`src/rtl/ubdc_pkg.sv`:
```
// Shared types and constants for the UART baud divisor calculator.
// No dependencies.
package ubdc_pkg;

  localparam int CLK_W     = 32;  // clock_hz field
  localparam int BAUD_W    = 24;  // baud_rate field
  localparam int DIVISOR_W = 16;  // divisor field
  localparam int FRACT_W   = 3;   // fraction field

  // Oversampling factors as shift amounts (16x and 8x)
  localparam int OVER_HIGH_SH = 4;
  localparam int OVER_LOW_SH  = 3;

  // Denominator over*baud fits in baud width plus the larger shift
  localparam int DEN_W = BAUD_W + OVER_HIGH_SH;

  // Restoring divide steps per divider stage; the last stage takes the leftover steps
  localparam int STEPS_PER_STAGE = 4;

  // Per-beat control that travels down the pipe
  typedef struct packed {
    logic valid;  // stage holds a beat
    logic ovs8;   // 8x oversampling chosen
    logic bad;    // zero baud rate or divisor above maximum
  } ubdc_ctl_t;

endpackage

```
`src/rtl/ubdc_prep.sv`:
```
// First pipeline stage: oversampling choice, denominator, rounded numerator,
// overflow pre-check. Depends on ubdc_pkg.
module ubdc_prep #(
  parameter int FRAC_BITS = 3,
  parameter int QB        = 19
) (
  input  logic                          clk,
  input  logic                          rst,
  input  logic                          adv,
  input  logic                          req_valid,
  input  logic [ubdc_pkg::CLK_W-1:0]    clock_hz,
  input  logic [ubdc_pkg::BAUD_W-1:0]   baud_rate,
  output ubdc_pkg::ubdc_ctl_t           ctl,
  output logic [ubdc_pkg::DEN_W-1:0]    den,
  output logic [ubdc_pkg::DEN_W-1:0]    rem,
  output logic [QB-1:0]                 low
);
  import ubdc_pkg::*;

  localparam int NUM_W = QB + DEN_W;

  logic [DEN_W-1:0] den16;
  logic [DEN_W-1:0] den8;
  logic             ovs8_c;
  logic [DEN_W-1:0] den_c;
  logic [NUM_W-1:0] num_c;
  logic [DEN_W-1:0] num_hi;
  logic             bad_c;

  // 16x unless the clock is below 16 * baud
  assign den16  = {baud_rate, OVER_HIGH_SH'(0)};
  assign den8   = {1'b0, baud_rate, OVER_LOW_SH'(0)};
  assign ovs8_c = clock_hz < CLK_W'(den16);
  assign den_c  = ovs8_c ? den8 : den16;

  // clock * 2^FRAC + den/2, then quotient >= 2^QB iff num >> QB >= den
  assign num_c  = (NUM_W'(clock_hz) << FRAC_BITS) + NUM_W'(den_c >> 1);
  assign num_hi = num_c[NUM_W-1:QB];
  assign bad_c  = (baud_rate == '0) || (num_hi >= den_c);

  // Control register
  always_ff @(posedge clk) begin
    if (rst) begin
      ctl <= '0;
    end else if (adv) begin
      ctl.valid <= req_valid;
      ctl.ovs8  <= ovs8_c;
      ctl.bad   <= bad_c;
    end
  end

  // Payload register
  always_ff @(posedge clk) begin
    if (adv) begin
      den <= den_c;
      rem <= num_hi;
      low <= num_c[QB-1:0];
    end
  end

endmodule

```
`src/rtl/ubdc_div_stage.sv`:
```
// One divider stage: a few restoring divide steps, then a register.
// Depends on ubdc_pkg.
module ubdc_div_stage #(
  parameter int QB    = 19,
  parameter int STEPS = 4
) (
  input  logic                        clk,
  input  logic                        rst,
  input  logic                        adv,
  input  ubdc_pkg::ubdc_ctl_t         ctl_in,
  input  logic [ubdc_pkg::DEN_W-1:0]  den_in,
  input  logic [ubdc_pkg::DEN_W-1:0]  rem_in,
  input  logic [QB-1:0]               low_in,
  input  logic [QB-1:0]               quo_in,
  output ubdc_pkg::ubdc_ctl_t         ctl,
  output logic [ubdc_pkg::DEN_W-1:0]  den,
  output logic [ubdc_pkg::DEN_W-1:0]  rem,
  output logic [QB-1:0]               low,
  output logic [QB-1:0]               quo
);
  import ubdc_pkg::*;

  logic [DEN_W-1:0] rem_next;
  logic [QB-1:0]    low_next;
  logic [QB-1:0]    quo_next;

  // Shift in one numerator bit per step, subtract when it fits
  always_comb begin
    logic [DEN_W:0]   t;
    logic [DEN_W-1:0] r;
    logic [QB-1:0]    l;
    logic [QB-1:0]    q;
    r = rem_in;
    l = low_in;
    q = quo_in;
    t = '0;
    for (int i = 0; i < STEPS; i++) begin
      t = {r, l[QB-1]};
      l = {l[QB-2:0], 1'b0};
      if (t >= {1'b0, den_in}) begin
        t = t - {1'b0, den_in};
        q = {q[QB-2:0], 1'b1};
      end else begin
        q = {q[QB-2:0], 1'b0};
      end
      r = t[DEN_W-1:0];
    end
    rem_next = r;
    low_next = l;
    quo_next = q;
  end

  // Control register
  always_ff @(posedge clk) begin
    if (rst) begin
      ctl <= '0;
    end else if (adv) begin
      ctl <= ctl_in;
    end
  end

  // Payload register
  always_ff @(posedge clk) begin
    if (adv) begin
      den <= den_in;
      rem <= rem_next;
      low <= low_next;
      quo <= quo_next;
    end
  end

endmodule

```
`src/rtl/ubdc_out.sv`:
```
// Last stage: split quotient into divisor and fraction, range check,
// output register. Depends on ubdc_pkg.
module ubdc_out #(
  parameter int DIV_BITS  = 16,
  parameter int FRAC_BITS = 3
) (
  input  logic                            clk,
  input  logic                            rst,
  input  logic                            adv,
  input  ubdc_pkg::ubdc_ctl_t             ctl_in,
  input  logic [DIV_BITS+FRAC_BITS-1:0]   quo_in,
  output logic                            rsp_valid,
  output logic [ubdc_pkg::DIVISOR_W-1:0]  divisor,
  output logic [ubdc_pkg::FRACT_W-1:0]    fraction,
  output logic                            oversample_by_8,
  output logic                            rate_ok
);
  import ubdc_pkg::*;

  localparam int QB = DIV_BITS + FRAC_BITS;

  logic [DIV_BITS-1:0]           ip;
  logic [DIV_BITS+DIVISOR_W-1:0] ip_x;
  logic [FRAC_BITS+FRACT_W-1:0]  fp_x;
  logic                          ok_c;

  // Integer part must be nonzero; the upper bound was checked up front
  assign ip   = quo_in[QB-1:FRAC_BITS];
  assign ip_x = (DIV_BITS+DIVISOR_W)'(ip);
  assign fp_x = (FRAC_BITS+FRACT_W)'(quo_in[FRAC_BITS-1:0]);
  assign ok_c = !ctl_in.bad && (ip != '0);

  // Control register
  always_ff @(posedge clk) begin
    if (rst) begin
      rsp_valid <= 1'b0;
    end else if (adv) begin
      rsp_valid <= ctl_in.valid;
    end
  end

  // Payload register
  always_ff @(posedge clk) begin
    if (adv) begin
      divisor         <= ok_c ? ip_x[DIVISOR_W-1:0] : '0;
      fraction        <= ok_c ? fp_x[FRACT_W-1:0] : '0;
      oversample_by_8 <= ctl_in.ovs8;
      rate_ok         <= ok_c;
    end
  end

endmodule

```
`src/rtl/uart_baud_divisor_calc_top.sv`:
```
// Channel | valid     | stall     | fields
// req     | req_valid | req_stall | clock_hz, baud_rate
// rsp     | rsp_valid | rsp_stall | divisor, fraction, oversample_by_8, rate_ok
//
// One beat in per cycle while the output beat is not stalled. The pipe is a
// prep stage, divider stages of up to four restoring steps each, and the
// output register. The whole pipe holds while the output beat is stalled;
// req_stall follows that. Synchronous reset clears the control registers only.
//
// Top level of the UART baud divisor calculator.
// Depends on ubdc_pkg, ubdc_prep, ubdc_div_stage, ubdc_out.
module uart_baud_divisor_calc_top #(
  parameter int FRAC_BITS = 3,
  parameter int DIV_BITS  = 16
) (
  input  logic                            clk,
  input  logic                            rst,
  input  logic                            req_valid,
  output logic                            req_stall,
  input  logic [ubdc_pkg::CLK_W-1:0]      clock_hz,
  input  logic [ubdc_pkg::BAUD_W-1:0]     baud_rate,
  output logic                            rsp_valid,
  input  logic                            rsp_stall,
  output logic [ubdc_pkg::DIVISOR_W-1:0]  divisor,
  output logic [ubdc_pkg::FRACT_W-1:0]    fraction,
  output logic                            oversample_by_8,
  output logic                            rate_ok
);
  import ubdc_pkg::*;

  localparam int QB = DIV_BITS + FRAC_BITS;
  localparam int NS = (QB + STEPS_PER_STAGE - 1) / STEPS_PER_STAGE;

  logic adv;

  ubdc_ctl_t        ctl_s [NS+1];
  logic [DEN_W-1:0] den_s [NS+1];
  logic [DEN_W-1:0] rem_s [NS+1];
  logic [QB-1:0]    low_s [NS+1];
  logic [QB-1:0]    quo_s [NS+1];

  // Pipe moves unless the output beat is held
  assign adv       = !(rsp_valid && rsp_stall);
  assign req_stall = !adv;

  ubdc_prep #(
    .FRAC_BITS (FRAC_BITS),
    .QB        (QB)
  ) u_prep (
    .clk       (clk),
    .rst       (rst),
    .adv       (adv),
    .req_valid (req_valid),
    .clock_hz  (clock_hz),
    .baud_rate (baud_rate),
    .ctl       (ctl_s[0]),
    .den       (den_s[0]),
    .rem       (rem_s[0]),
    .low       (low_s[0])
  );

  assign quo_s[0] = '0;

  // Divider stages; the last one takes the leftover steps
  for (genvar s = 0; s < NS; s++) begin : g_div
    localparam int LEFT  = QB - s * STEPS_PER_STAGE;
    localparam int STEPS = (LEFT < STEPS_PER_STAGE) ? LEFT : STEPS_PER_STAGE;

    ubdc_div_stage #(
      .QB    (QB),
      .STEPS (STEPS)
    ) u_stage (
      .clk    (clk),
      .rst    (rst),
      .adv    (adv),
      .ctl_in (ctl_s[s]),
      .den_in (den_s[s]),
      .rem_in (rem_s[s]),
      .low_in (low_s[s]),
      .quo_in (quo_s[s]),
      .ctl    (ctl_s[s+1]),
      .den    (den_s[s+1]),
      .rem    (rem_s[s+1]),
      .low    (low_s[s+1]),
      .quo    (quo_s[s+1])
    );
  end

  ubdc_out #(
    .DIV_BITS  (DIV_BITS),
    .FRAC_BITS (FRAC_BITS)
  ) u_out (
    .clk             (clk),
    .rst             (rst),
    .adv             (adv),
    .ctl_in          (ctl_s[NS]),
    .quo_in          (quo_s[NS]),
    .rsp_valid       (rsp_valid),
    .divisor         (divisor),
    .fraction        (fraction),
    .oversample_by_8 (oversample_by_8),
    .rate_ok         (rate_ok)
  );

endmodule

```
`config.mk`:
```
export PLATFORM = sky130hd
export DESIGN_NAME = uart_baud_divisor_calc_top
export DESIGN_NICKNAME = d
export VERILOG_FILES = /design/src/rtl/ubdc_pkg.sv /design/src/rtl/ubdc_prep.sv /design/src/rtl/ubdc_div_stage.sv /design/src/rtl/ubdc_out.sv /design/src/rtl/uart_baud_divisor_calc_top.sv
export SDC_FILE = /design/constraint.sdc
export NUM_CORES = 2
export LEC_CHECK = 0
export ABC_AREA = 1
export BUFFER_PORTS_ARGS = -buffer_cell sky130_fd_sc_hd__buf_2
export CAP_MARGIN = 20
export CORE_MARGIN = 2
export CORE_UTILIZATION = 45
export CTS_CLUSTER_SIZE = 12
export DETAILED_ROUTE_END_ITERATION = 12
export HOLD_SLACK_MARGIN = 0.05
export PLACE_DENSITY_LB_ADDON = 0.25
export SLEW_MARGIN = 30
export SYNTH_ARGS = -nofsm -noshare
export SYNTH_HDL_FRONTEND = slang
export SYNTH_HIERARCHICAL = 1
export SYNTH_SLANG_ARGS = --single-unit
```
`constraint.sdc`:
```
create_clock -name clk -period 20.4 [get_ports clk]
set_input_delay 3.06 -clock clk [delete_from_list [all_inputs] [get_ports clk]]
set_output_delay 3.06 -clock clk [all_outputs]
set_load 0.1 [all_outputs]
```
# ---- Word-level counts from Yosys, hierarchy flattened
# Cells that the tools add are included.
dict set report classes {
  addsub 19
  n_mul 0
  n_div 0
  order_cmp 21
  eq_ne 0
  shift 0
  mux 38
  bitwise 0
  n_reduce_logical 6
}
# cell n
set op_table {}
lappend op_table {{2-to-1 mux 28 bit} 19}
lappend op_table {{greater-or-equal comparator 29 x 28 -> 1 bit} 18}
lappend op_table {{subtractor 28 bit} 17}
lappend op_table {{adder 35 x 27 -> 36 bit} 1}
lappend op_table {{< comparator 32 x 28 -> 1 bit} 1}
lappend op_table {{greater-or-equal comparator 17 x 28 -> 1 bit} 1}
lappend op_table {{greater-or-equal comparator 18 x 28 -> 1 bit} 1}
lappend op_table {{subtractor 18 x 28 -> 28 bit} 1}
lappend op_table {{logical NOT 24 bit} 1}
lappend op_table {{2-to-1 mux 1 bit} 19}
lappend op_table {{nonzero test 16 bit} 1}
lappend op_table {{logical AND 1 bit} 2}
lappend op_table {{logical NOT 1 bit} 1}
lappend op_table {{logical OR 1 bit} 1}
dict set report word_totals {
  ff_bits 423
  latch_bits 0
  mem_bits_rw 0
  rom_bits 0
  in_bits 60
  output_inout_bits 23
  wordCells 127
  mem_count 0
}

# ---- Logic depth before layout (Yosys ltp)
dict set report logic_depth {
  word_depth 8
  ltp_mapped 65
  depth_no_buf 57
}

# ---- Modules after synthesis
# Netlist, hierarchy kept.
# mod n_inst cells_per_inst area_each_um2 seq_area_each_um2
set modules_own_cells {}
lappend modules_own_cells {{ubdc_div_stage at g_div[0].u_stage ...} 3 1679 11165.7 2762.6}
lappend modules_own_cells {{ubdc_div_stage at g_div[1].u_stage} 1 1662 11198.2 2762.6}
lappend modules_own_cells {{ubdc_div_stage at g_div[4].u_stage} 1 1411 9685.5 2792.7}
lappend modules_own_cells {ubdc_prep 1 626 4948.5 1801.7}
lappend modules_own_cells {ubdc_out 1 82 904.6 650.6}
lappend modules_own_cells {uart_baud_divisor_calc_top 1 3 13.8 0.0}

# ---- Worst setup path before layout
# Ideal clock, no wire load.
dict set report synth_path {
  path_kind {input-to-output}
  start {input rsp_stall}
  end {output req_stall}
  t_arrival_ns 11.651
  t_required_ns 17.340
  setup_slack_ns 5.689
  stages 2
  n_path_buf 0
  cell_sequence {nand2_2 -> inv_2}
}
dict set report synth_between {
  elab_chain_len 1
}
# item line_no
set synth_lines {}
lappend synth_lines {{from (decl)} uart_baud_divisor_calc_top.sv:23} ;# input logic rsp_stall,
lappend synth_lines {{logical AND 1 bit} uart_baud_divisor_calc_top.sv:43} ;# assign adv = !(rsp_valid && rsp_stall);
lappend synth_lines {{to (decl)} uart_baud_divisor_calc_top.sv:19} ;# output logic req_stall,
# Every way passes these cells.

# ---- Final worst setup path
dict set report layout_path {
  start {register u_prep/den[14] in the netlist's numbering}
  end {register g_div[0].u_stage/rem[13] in the netlist's numbering (data pin)}
}
dict set report layout_between {
  elab_chain_len 8
  elab_cells_between_ends 12
  cone_classes {add/sub: 4; order compare: 4; mux: 4}
}
# item line_no
set layout_lines {}
lappend layout_lines {{from (decl)} ubdc_prep.sv:14} ;# output logic [ubdc_pkg::DEN_W-1:0] den,
lappend layout_lines {{from (signal assigned)} ubdc_prep.sv:55} ;# den <= den_c;
lappend layout_lines {{subtractor 18 x 28 -> 28 bit or greater-or-equal comparator 18 x 28 -> 1 bit (tied branches)} {ubdc_div_stage.sv:41, ubdc_div_stage.sv:40}}
lappend layout_lines {{2-to-1 mux 28 bit} ubdc_div_stage.sv:40} ;# if (t >= {1'b0, den_in}) begin
lappend layout_lines {{subtractor 28 bit or greater-or-equal comparator 29 x 28 -> 1 bit (tied branches)} {ubdc_div_stage.sv:41, ubdc_div_stage.sv:40}}
lappend layout_lines {{2-to-1 mux 28 bit} ubdc_div_stage.sv:40}
lappend layout_lines {{greater-or-equal comparator 29 x 28 -> 1 bit or subtractor 28 bit (tied branches)} {ubdc_div_stage.sv:40, ubdc_div_stage.sv:41}}
lappend layout_lines {{2-to-1 mux 28 bit} ubdc_div_stage.sv:40}
lappend layout_lines {{subtractor 28 bit or greater-or-equal comparator 29 x 28 -> 1 bit (tied branches)} {ubdc_div_stage.sv:41, ubdc_div_stage.sv:40}}
lappend layout_lines {{2-to-1 mux 28 bit *} ubdc_div_stage.sv:40}
lappend layout_lines {{net g_div[0].u_stage.rem_next[13]} ubdc_div_stage.sv:23} ;# logic [DEN_W-1:0] rem_next;
lappend layout_lines {{to (signal assigned)} ubdc_div_stage.sv:66} ;# rem <= rem_next;
lappend layout_lines {{to (decl)} ubdc_div_stage.sv:17} ;# output logic [ubdc_pkg::DEN_W-1:0] rem,
# The timed path passes the listed nets; every way through them passes the cells marked *.
# A chain may end at the register's enable or synchronous reset.

==> impl_metrics.toml <==
[placement]
portBuffers = 82
dpl.hpwl_mm = 170
place_congestion = 1.06
dpl_cell_area_sq_um = 56500

[sta]
drv_slew = 0
fmax_mhz = 82.7
skew_ns = 0.0587
period_needed_ns = 12.10
hold_violations = 0
worst_pin_slew_ns = 1.00
tns_ns = 0
rsz0062_at_grt = "no"
hold_slack_ns = 0.406
setup_viol = 0
post-route-period-util = 0.593
relSlewSlack = 0.328

[worst_setup_path]
critPathSlowestCell = "nand2_1"
cpMostUsedCell = "nand2_1"
reg2reg_from = "u_prep/den[14]$_DFFE_PP_"
max_stage_delay_ns = 0.70
start_kind = "flip-flop"
cp_data_required_time_ns = 20.89
worst_setup_path_end_kind = "flip-flop"
critPathKind = "reg2reg"
crit_fanout = 37
arrival_ns = 12.59
cp-startpoint = "u_prep/den[14]$_DFFE_PP_"

[detailed_routing]
vias_per_cell = 5.55
post_drt_wl_per_cell_microns = 20.3
drc_errors = 0
vias = 56200
routed.top_layer = "met5"
wl_met1_mm = 84.2
first_iter_violations = 5739
wl_met3_mm = 14.7
postRouteWirelength_mm = 206
ant_nets = 0
dr.pass1.iters = 7
routed-wl-met2_mm = 93.6

[floorplan]
coreArea_sq_um = 121000
ios = 83
rows = 128
die_area_sq_um = 125000
fp.dieW_microns = 353
die_y_microns = 353
initial_utilization = 0.452

[logic_synthesis]
synthesis.area_sq_um = 54900
netlist_instances = 8423
synth.avg_cell_area_sq_um = 6.51
ys_warn_count = 6

[layout]
postLayoutCellArea_sq_um = 58300
finalNetCount = 9123
layout-drive-gt1-share = 0.0499
antennaDiodeCount = 0
area_delta_synth_final_pct = 6.28

[clock_network]
cts-htree-levels = 2
cts_tree = "yes"
clock_latency_ns = 0.68
cts_buffers = 52
numClockSinks = 417
ctsResizeCount = 0
ctsHoldBuffers = 0
cts_setup_buffers = 0
clockBufferDepth = 3
cts.clk_slew.worst_paths_ns = 0.08
cts-root-buf = "clkbuf_16"

[global_route]
grt_pass1_wl_mm = 309
overflow = 0
antenna_found_initial = 6
grt_pass1_vias = 52300
grt_max_degree = 80
grt.total_usage = 0.319

[flow_run]
maxCapViolCount = 0

[min_path]
min_from = "g_div[1].u_stage/low[12]$_DFFE_PP_"
hold_path_class = "reg2reg"

[run_status]
status = "finished, final reports clean"
[path summary, 6_finish.rpt]
kind | to | slack [ns] | cells after the start
max | g_div[0].u_stage/rem[13]$_DFFE_PP_ | 8.30 | 48
min | g_div[2].u_stage/low[16]$_DFFE_PP_ | 0.41 | 0
max reg2reg | g_div[0].u_stage/rem[13]$_DFFE_PP_ | 8.30 | 48
min reg2reg | g_div[2].u_stage/low[16]$_DFFE_PP_ | 0.41 | 0
[sequential cells by signal (all words and copies together) (netlist names)]
register / cells
g_div.u_stage/quo: 59
u_out/divisor: 16
u_prep/rem: 17
u_out/fraction: 3
g_div.u_stage/ctl: 15
g_div.u_stage/rem: 112
u_prep/ctl: 3
u_out/rsp_valid: 1
u_prep/low: 16
g_div.u_stage/den: 112
u_out/oversample_by_8: 1
u_prep/den: 25
g_div.u_stage/low: 36
u_out/rate_ok: 1
[layout by cell type (no fill, tap or decap), drive strengths merged, types with 36 or more instances in the layout]
cell / instances
a21o: 52
a21oi: 575
a31oi: 37
buf: 109
clkbuf: 66
edfxtp: 398
ha: 593
inv: 1226
nand2: 2919
nand3: 725
nand3b: 39
nand4: 127
nor2: 559
nor3: 59
nor4: 56
o21ai: 292
o21bai: 43
or2: 36
xnor2: 177
xor2: 212
[metal layers]
metal  vias up  global-route usage
li1      27600                   -
met1     25700               0.402
met2      2271               0.528
met3       516              0.0429
met4         8               0.173
met5         -                   0
[layout make-up]
type | instances | area [sq um]
well taps | 1625 | 2030
repair buffers | 109 | 617
clock buffers | 66 | 1450
multi-input cells | 6649 | 37000
fillers | 12700 | 63100
clock inverters | 28 | 309
inverters | 1222 | 4590
flip-flops and latches | 417 | 12300
[stage by stage]
step | utilization | worst slack [ns] | std cells
after floorplan | - | 7.68 | 8438
after global placement | 0.466 | 8.28 | 10000
after detailed placement | 0.466 | 8.61 | 10000
after CTS | 0.480 | 8.57 | 10100
after global routing | 0.480 | 7.46 | 10100
final | 0.480 | 8.30 | 10100
[critical path: cells and delay by family, from the launching register on]
family	cells	cell delay, ns
and+or+nand+nor	29	5.94
buffers and inverters	3	1.31
adders and majority gates	4	1.53
DFF	1	0.42
AOI/OAI and AO/OA	12	2.66
Power is left out: the tool's default activity adds up to more than one toggle a clock period on the data nets, which glitch-free logic cannot reach.
